==> src/rtl/core/i2a_pkg.sv <==
package i2a_pkg;

    localparam int CHAR_W   = 7;
    localparam int CFG_W    = 8;
    localparam int DD_STEPS = 8;

    typedef logic [CHAR_W-1:0] t_char;
    typedef logic [CFG_W-1:0]  t_cfg;

    localparam t_cfg  CFG_RESET  = 8'd12;
    localparam t_char CHAR_ZERO  = 7'd48;
    localparam t_char CHAR_MINUS = 7'd45;

    function automatic logic [3:0] dd_adjust(input logic [3:0] digit);
        dd_adjust = (digit >= 4'd5) ? digit + 4'd3 : digit;
    endfunction

endpackage

==> src/rtl/core/int32_to_decimal_ascii.sv <==
// Channel   Direction  Handshake                  Payload
// input     in         i_in_valid / o_in_ready    i_value
// result    out        o_out_valid / i_out_ready  o_char_code, o_is_last, o_error
// config    in         i_cfg_valid / o_cfg_ready  i_cfg_buffer_size
//
// Binary to BCD runs in ceil(VALUE_WIDTH/8) double-dabble stages, up to eight shifts each,
// behind a magnitude stage and ahead of a digit count stage.
// The character emitter sends one character per cycle while the output is not stalled.
// An item gives digits + sign characters, at most MAX_DIGITS+1 (11 by default), or a single
// character on error; the emitter takes the next item only after an item's last character.
// Reset clears all valid bits and sets the buffer size to 12; the config port is always ready.
// A stalled result holds its register; upstream stages hold until space opens.
module int32_to_decimal_ascii #(
    parameter int VALUE_WIDTH = 32,
    parameter int MAX_DIGITS  = 10
) (
    input  logic                          i_clk,
    input  logic                          i_rst_n,
    input  logic                          i_in_valid,
    output logic                          o_in_ready,
    input  logic signed [VALUE_WIDTH-1:0] i_value,
    output logic                          o_out_valid,
    input  logic                          i_out_ready,
    output logic [i2a_pkg::CHAR_W-1:0]    o_char_code,
    output logic                          o_is_last,
    output logic                          o_error,
    input  logic                          i_cfg_valid,
    output logic                          o_cfg_ready,
    input  logic [i2a_pkg::CFG_W-1:0]     i_cfg_buffer_size
);
    import i2a_pkg::*;

    localparam int FULL_DIGITS = (VALUE_WIDTH * 30103) / 100000 + 1;
    localparam int DD_DIGITS   = (FULL_DIGITS > MAX_DIGITS) ? FULL_DIGITS : MAX_DIGITS;
    localparam int BCD_W       = 4 * DD_DIGITS;
    localparam int NUM_DD      = (VALUE_WIDTH + DD_STEPS - 1) / DD_STEPS;
    localparam int LAST        = NUM_DD + 1;
    localparam int CNT_W       = $clog2(MAX_DIGITS + 1);
    localparam int TOT_W       = $clog2(MAX_DIGITS + 2);
    localparam int IDX_W       = $clog2(MAX_DIGITS);
    localparam int HI_W        = $clog2(DD_DIGITS + 1);

    t_cfg                   r_buffer_size;

    logic [LAST:0]          r_v;
    logic [LAST:0]          acc;
    logic [BCD_W-1:0]       r_bcd [0:NUM_DD];
    logic [VALUE_WIDTH-1:0] r_bin [0:NUM_DD];
    logic                   r_neg [0:NUM_DD];
    logic                   r_err [0:NUM_DD];
    logic [BCD_W-1:0]       n_bcd [1:NUM_DD];
    logic [VALUE_WIDTH-1:0] n_bin [1:NUM_DD];

    logic [3:0]             r_cdig [0:MAX_DIGITS-1];
    logic [CNT_W-1:0]       r_ccnt;
    logic                   r_cneg;
    logic                   r_cerr;
    logic [CNT_W-1:0]       n_ccnt;

    logic                   r_em_valid;
    logic [3:0]             r_em_dig [0:MAX_DIGITS-1];
    logic [CNT_W-1:0]       r_em_cnt;
    logic                   r_em_neg;
    logic                   r_em_err;
    logic [TOT_W-1:0]       r_em_pos;

    logic                   r_out_valid;
    t_char                  r_char;
    logic                   r_last;
    logic                   r_error;

    logic [VALUE_WIDTH-1:0] in_mag;
    logic [TOT_W-1:0]       em_total;
    logic [TOT_W-1:0]       em_idx;
    logic [3:0]             em_digit;
    logic                   em_last;
    t_char                  em_char;
    logic                   out_load;
    logic                   em_can;

    assign o_cfg_ready = 1'b1;
    assign o_in_ready  = acc[0];
    assign o_out_valid = r_out_valid;
    assign o_char_code = r_char;
    assign o_is_last   = r_last;
    assign o_error     = r_error;

    assign in_mag = i_value[VALUE_WIDTH-1] ? (~i_value + VALUE_WIDTH'(1)) : i_value;

    always_comb begin
        logic [BCD_W-1:0]       bcd;
        logic [VALUE_WIDTH-1:0] bin;
        for (int k = 1; k <= NUM_DD; k++) begin
            bcd = r_bcd[k-1];
            bin = r_bin[k-1];
            for (int j = 0; j < DD_STEPS; j++) begin
                if ((k - 1) * DD_STEPS + j < VALUE_WIDTH) begin
                    for (int d = 0; d < DD_DIGITS; d++) begin
                        bcd[d*4 +: 4] = dd_adjust(bcd[d*4 +: 4]);
                    end
                    bcd = {bcd[BCD_W-2:0], bin[VALUE_WIDTH-1]};
                    bin = {bin[VALUE_WIDTH-2:0], 1'b0};
                end
            end
            n_bcd[k] = bcd;
            n_bin[k] = bin;
        end
    end

    always_comb begin
        logic [HI_W-1:0] hi;
        hi = '0;
        for (int d = 0; d < DD_DIGITS; d++) begin
            if (r_bcd[NUM_DD][d*4 +: 4] != 4'd0) begin
                hi = HI_W'(d + 1);
            end
        end
        if (hi == '0) begin
            hi = HI_W'(1);
        end
        n_ccnt = (int'(hi) > MAX_DIGITS) ? CNT_W'(MAX_DIGITS) : CNT_W'(hi);
    end

    always_comb begin
        em_total = TOT_W'(r_em_cnt) + TOT_W'(r_em_neg);
        em_idx   = em_total - TOT_W'(1) - r_em_pos;
        em_digit = r_em_dig[em_idx[IDX_W-1:0]];
        em_last  = r_em_err || (r_em_pos == em_total - TOT_W'(1));
        if (r_em_err) begin
            em_char = '0;
        end else if (r_em_neg && r_em_pos == '0) begin
            em_char = CHAR_MINUS;
        end else begin
            em_char = CHAR_ZERO + t_char'(em_digit);
        end
    end

    assign out_load = !r_out_valid || i_out_ready;
    assign em_can   = !r_em_valid || (out_load && em_last);

    always_comb begin
        acc[LAST] = !r_v[LAST] || em_can;
        for (int k = LAST - 1; k >= 0; k--) begin
            acc[k] = !r_v[k] || acc[k+1];
        end
    end

    always_ff @(posedge i_clk) begin
        if (!i_rst_n) begin
            r_buffer_size <= CFG_RESET;
            r_v           <= '0;
            r_em_valid    <= 1'b0;
            r_out_valid   <= 1'b0;
        end else begin
            if (i_cfg_valid) begin
                r_buffer_size <= i_cfg_buffer_size;
            end
            if (acc[0]) begin
                r_v[0] <= i_in_valid;
            end
            for (int k = 1; k <= LAST; k++) begin
                if (acc[k]) begin
                    r_v[k] <= r_v[k-1];
                end
            end
            if (em_can) begin
                r_em_valid <= r_v[LAST];
            end
            if (out_load) begin
                r_out_valid <= r_em_valid;
            end
        end
    end

    always_ff @(posedge i_clk) begin
        if (acc[0]) begin
            r_bcd[0] <= '0;
            r_bin[0] <= in_mag;
            r_neg[0] <= i_value[VALUE_WIDTH-1];
            r_err[0] <= (r_buffer_size == '0);
        end
        for (int k = 1; k <= NUM_DD; k++) begin
            if (acc[k]) begin
                r_bcd[k] <= n_bcd[k];
                r_bin[k] <= n_bin[k];
                r_neg[k] <= r_neg[k-1];
                r_err[k] <= r_err[k-1];
            end
        end
        if (acc[LAST]) begin
            for (int d = 0; d < MAX_DIGITS; d++) begin
                r_cdig[d] <= r_bcd[NUM_DD][d*4 +: 4];
            end
            r_ccnt <= n_ccnt;
            r_cneg <= r_neg[NUM_DD];
            r_cerr <= r_err[NUM_DD];
        end
        if (em_can) begin
            r_em_dig <= r_cdig;
            r_em_cnt <= r_ccnt;
            r_em_neg <= r_cneg;
            r_em_err <= r_cerr;
            r_em_pos <= '0;
        end else if (out_load && r_em_valid) begin
            r_em_pos <= r_em_pos + TOT_W'(1);
        end
        if (out_load) begin
            r_char  <= em_char;
            r_last  <= em_last;
            r_error <= r_em_err;
        end
    end

endmodule
==> config.mk <==
export PLATFORM = sky130hd
export DESIGN_NAME = int32_to_decimal_ascii
export DESIGN_NICKNAME = d
export VERILOG_FILES = /design/src/rtl/core/i2a_pkg.sv /design/src/rtl/core/int32_to_decimal_ascii.sv
export SDC_FILE = /design/constraint.sdc
export NUM_CORES = 1
export LEC_CHECK = 0
export ABC_AREA = 0
export BUFFER_PORTS_ARGS = -buffer_cell sky130_fd_sc_hd__buf_4
export CORE_ASPECT_RATIO = 1.2
export CORE_MARGIN = 5
export CORE_UTILIZATION = 61
export CTS_CLUSTER_DIAMETER = 100
export DETAILED_ROUTE_END_ITERATION = 7
export PLACE_DENSITY = 0.78
export RECOVER_POWER = 100
export SLEW_MARGIN = 20
export SYNTH_ARGS = -nofsm -noshare
export SYNTH_HDL_FRONTEND = slang
export SYNTH_SLANG_ARGS = --single-unit
==> constraint.sdc <==
create_clock -name i_clk -period 19.34 [get_ports i_clk]
set_input_delay 2.901 -clock i_clk [delete_from_list [all_inputs] [get_ports i_clk]]
set_output_delay 2.901 -clock i_clk [all_outputs]
set_load 0.1 [all_outputs]
After elaboration in Yosys (flattened, before gate mapping). Memories as Yosys holds them, arrays and structs flattened. A register that Yosys moved wholly into a read port is not among the register bits. Cells that the tools add are included.

Register bits: 119. RAM bits: 370. Input port bits: 45. Output and inout port bits: 12. Logic and storage cells: 1073. Memories kept: 4.

Add/sub/neg operators: 326. Order comparisons: 322. Eq/ne operators: 1. Multiplexer cells: 346. Bitwise gates (word level): 2. Reductions and logical operators: 34.

Memory list: r_bcd (depth 5, width 40, rd ports 5, clocked after Yosys merged registers in 0, write ports 5, line int32_to_decimal_ascii.sv:47) `logic [BCD_W-1:0] r_bcd [0:NUM_DD];`; r_bin (depth 5, width 32, rd ports 4, clocked after Yosys merged registers in 0, write ports 5, line int32_to_decimal_ascii.sv:48) `logic [VALUE_WIDTH-1:0] r_bin [0:NUM_DD];`; r_err (depth 5, width 1, rd ports 5, clocked after Yosys merged registers in 1, write ports 5, line int32_to_decimal_ascii.sv:50) `logic r_err [0:NUM_DD];`; r_neg (depth 5, width 1, rd ports 5, clocked after Yosys merged registers in 1, write ports 5, line int32_to_decimal_ascii.sv:49) `logic r_neg [0:NUM_DD];`.

Operator list (count): $ge A4 B3 Y1 const B (320); $mux W4 (300); $add A4 B2 Y4 const B (288); $add A3 B2 Y3 const B (32); $mux W3 (32); $reduce_bool A4 Y1 (10); $add A32 B2 Y32 const B (1); $mux W32 (1); $not A32 Y32 (1); $bmux W4 S4 (1); $mux W1 (11); $logic_or A1 B1 Y1 (9); $logic_not A1 Y1 (8); $logic_not A4 Y1 (2); $logic_not A8 Y1 (1); $add A6 B4 Y7 const A (1); $mux W6 (1); $ge A5 B5 Y1 const B (1); $not A4 Y5 (1); $add A4 B1 Y4 (1); $add A4 B1 Y4 const B (1); $eq A4 B4 Y1 (1); $gt A4 B4 Y1 const B (1); $sub A4 B1 Y4 const B (1); 3 further kinds (5).

Logic depth before layout (Yosys ltp). An unclocked memory read counts as a cell.

Depth after elaboration: 17. Mapped depth: 40. Depth with buffers taken out: 39.

Worst setup path before layout. OpenSTA, ideal clock, no wires.

Path kind: input port to output port. From: in i_out_ready. To: out o_in_ready. Arrival time: 5.263 ns. Data required time: 16.439 ns. Setup slack: 11.176 ns. Stages: 5. Buffers on the path: 0. Path through: nor2b_1 -> o21a_1 -> and3_1 -> and3_1 -> nand3_1.

Longest elaborated chain between the ends: 9.

Ends and longest elaborated chain: start, declared (line int32_to_decimal_ascii.sv:23) `input logic i_out_ready,`; $logic_or A1 B1 Y1 (line int32_to_decimal_ascii.sv:138) `assign out_load = !r_out_valid || i_out_ready;`; $logic_and A1 B1 Y1 (line int32_to_decimal_ascii.sv:139) `assign em_can = !r_em_valid || (out_load && em_last);`; $logic_or A1 B1 Y1 (line int32_to_decimal_ascii.sv:139); $logic_or A1 B1 Y1 (line int32_to_decimal_ascii.sv:142) `acc[LAST] = !r_v[LAST] || em_can;`; $logic_or A1 B1 Y1 (5 in series) (line int32_to_decimal_ascii.sv:144) `acc[k] = !r_v[k] || acc[k+1];`; end, declared (line int32_to_decimal_ascii.sv:20) `output logic o_in_ready,`.

Every way passes these cells.

Final worst setup path. Same ends and word-level chain as after synthesis.

==> summary.md <==
| Metric | Value |
|---|---|
| Cell Area, Synth | 29,300 um2 |
| Routed Antenna Nets | 0 |
| Adder-cell share of the synthesized area | 6.93% |
| Area leader, netlist | edfxtp_1 |
| Post-Syn Nets | 3,574 |
| Least-Margin Pin Slew | 2.45 ns |
| Num Clock Sinks | 312 |
| Tmin final | 9.14 ns |
| Cell variety after synth | 123 |
| Number of fillers in the final layout | 3,863 |
| Vias | 25,285 |
| Number of synthesized flops with an enable pin | 292 |
| CP Capture Type | output pin |
| RSZ-0062 raised after global routing | no |
| Peak per-stage delay on the critical path | 1.19 ns |
| HP Class | reg2reg |
| Reg clk slew, reported paths | 0.06 ns |
| Total track usage | 22.4% |
| Xor/xnor share of the synthesized area | 4.88% |
| Max clock buf depth | 3 |
| Crit Path Class | in2out |
| Failing checks | max-capacitance violations, max-slew violations |
| Die Y | 250 um |
| Ports | 57 |
| Final setup fails | 0 |
| #FFs+latches synth | 312 |
| TNS Setup | 0 ns |
| Avg Cell Area, Syn | 8.68 um2 |
| Post-route insts no fill | 4,037 |
| CTS HTree Levels | 2 |
| Post-CTS resize count | 0 |
| Relative slew slack | -63.3% |
| Final WL | 61,500 um |
| Antenna cell count | 0 |
| Gate count of the mapped netlist | 3,370 |
| Die area | 52,500 um2 |
| Slowest cell on crit path | nand3_1 |
| Vias in the first global route | 24,063 |
| WL/cell | 15.2 um |
| Ratio of cells with drive above 1 in the final layout | 8.98% |
| Global placement routability congestion | 0.854 |
| Final setup margin | 10.20 ns |
| Mux contribution to synthesized area | 6.71% |
| IO Port Bufs | 54 |
| Largest net degree at the start of global routing | 51 |
| Largest cells by area after synthesis | edfxtp_1 30%, ha_1 6.8%, o21ai_0 4.1% |
| Post-Synth Simple-Gate Area | 18.3% |
| Core Box Area | 47,800 um2 |
| Die W | 210 um |
| Insertion delay to the later sink of the worst-skew pair | 0.56 ns |
| Num CTS Buffers | 35 |
| Gr ovfl total | 0 |
| Number of DRC markers in iteration 0 | 1,683 |
| Worst slack, placed | 10.95 ns |
| Detailed Place HPWL | 46,800 um |
| MaxCap Viol Count | 7 |
| Initial Utilization | 61.2% |
| Drt drc | 0 |
| Crit share post-route | 47.3% |
| Cell count after placement | 3,973 |
| Worst Skew | 0.0213 ns |
| P&R area growth vs syn | 6.39% |
| Via/cell ratio | 6.26 |
| Post-synth top area share | 30.0% |
| Total number of yosys warnings | 0 |
| Crit path top cell by count | and3_1 |
| Fmax | 109 MHz |
| Setup Fix Bufs, Post-CTS | 0 |
| CP startpoint kind | input pin |
| CTS tree | done |
| WP data arrival | 6.24 ns |
| CTS root buf | clkbuf_16 |
| Final hold vios | 0 |
| Synth Area in Compound Gates | 27.4% |
| Area after DPL | 30,200 um2 |
| Crit path max fanout | 36 |
| Net total in the final layout | 3,584 |
| Register area share after synthesis | 31.3% |
| Largest family of logic cells by synthesized area | compound AO/OA/AOI/OAI gates |
| Crit path cell chain | clkbuf_4, nor2b_1, o21a_1, and3_1, and3_1, nand3_1, clkbuf_1 |
| Final instance area | 31,100 um2 |
| Initial DRT Pass Iterations | 6 |
| Req. time, crit path | 16.44 ns |
| Initial antenna violation count | 0 |
| Async S/R FF share, synth | 0% |
| Std cell rows | 88 |
| First-pass GRT wire length | 105,000 um |
| CTS Hold Bufs | 0 |
| Status | finished with violations |
| Final Max Tran Viols | 297 |
| Top FF cell, synth | edfxtp_1 |
cells by family after synthesis:
family          count (synthesis)
compound gates               1153
simple gates                 1083
buf+inv                       333
flops                         312
mux                           173
fa+ha+maj                     162
xor+xnor                      152
other cells                     2
worst paths after layout:
| kind | start | to | slack [ns] | cells after the start |
|---|---|---|---|---|
| max reg2reg | r_bcd[0][40] | r_bcd[0][86] | 10.96 | 29 |
| max | i_out_ready | o_in_ready | 10.20 | 7 |
| min | r_cdig[15] | r_em_dig[15] | 0.40 | 0 |
| min reg2reg | r_cdig[15] | r_em_dig[15] | 0.40 | 0 |
metal layers:
metal | up-vias | wire length [um] | track usage, %
li1 | 12694 | - | -
met2 | 523 | 32900 | 43.7
met3 | 117 | 2150 | 2.79
met1 | 11951 | 25100 | 25.3
met5 | - | 0 | 0
met4 | 0 | 1410 | 6.45
state kept, by name (all words and copies together) (netlist names):
signal         flops
r_cneg             1
r_err              5
r_neg              5
r_buffer_size      8
o_is_last          1
r_em_valid         1
r_bcd            102
o_out_valid        1
r_cerr             1
o_error            1
o_char_code        6
r_cdig            40
r_em_err           1
r_v                6
r_em_cnt           4
r_em_dig          40
r_em_pos           4
r_bin             80
r_ccnt             4
r_em_neg           1
final cells by class:
type | count | area, um2 | area share [%]
Multi-Input combinational cell | 2725 | 18700 | 60.1
Sequential cell | 312 | 9170 | 29.4
Clock buffer | 46 | 957 | 3.07
Inverter | 240 | 901 | 2.89
Tap cell | 630 | 788 | 2.53
Timing Repair Buffer | 66 | 420 | 1.35
Clock inverter | 18 | 174 | 0.559
cells in the mapped netlist, drive strengths merged (20+ instances only):
master,count
o21ai,287
a31oi,33
nand2,304
o211ai,55
nor2b,54
or2,47
a211oi,60
nand2b,64
nor4,24
and2,52
a21o,40
or3,44
o31ai,35
inv,239
clkbuf,65
and3,21
mux2,64
xnor2,121
nor3,66
a21oi,210
o21bai,31
a221oi,23
ha,158
xor2,30
mux2i,101
dfxtp,20
o22ai,35
o21a,53
a21boi,28
edfxtp,292
buf,28
nand3,73
a211o,25
nor2,265
a22oi,25
cell usage in the layout, fill, tap and decap left out, types with 62 or more instances in the layout:
master	Yosys	final
a21oi_1	205	205
edfxtp_1	292	292
ha_1	158	158
inv_1	231	231
mux2i_1	94	95
nand2_1	304	304
nand2b_1	63	63
nand3_1	73	73
nor2_1	263	263
nor3_1	62	62
o21ai_0	242	252
xnor2_1	111	111
critical path: cells and delay by family:
family | cells | cell delay, ns
buffers and inverters | 2 | 0.93
AO/OA/AOI/OAI | 1 | 0.26
AND/OR/NAND/NOR | 4 | 2.13
through the flow:
stage / hold WS, ns / util, %
finish: 0.403 / 65.2
global route: 0.425 / 65.2
CTS: 0.407 / 65.5
detailed placement: 0.405 / 63.1
global placement: 0.400 / 63.1
floorplan: 0.400 / -
Power is left out: the tool's default activity adds up to more than one toggle a clock period on the data nets, which glitch-free logic cannot reach.
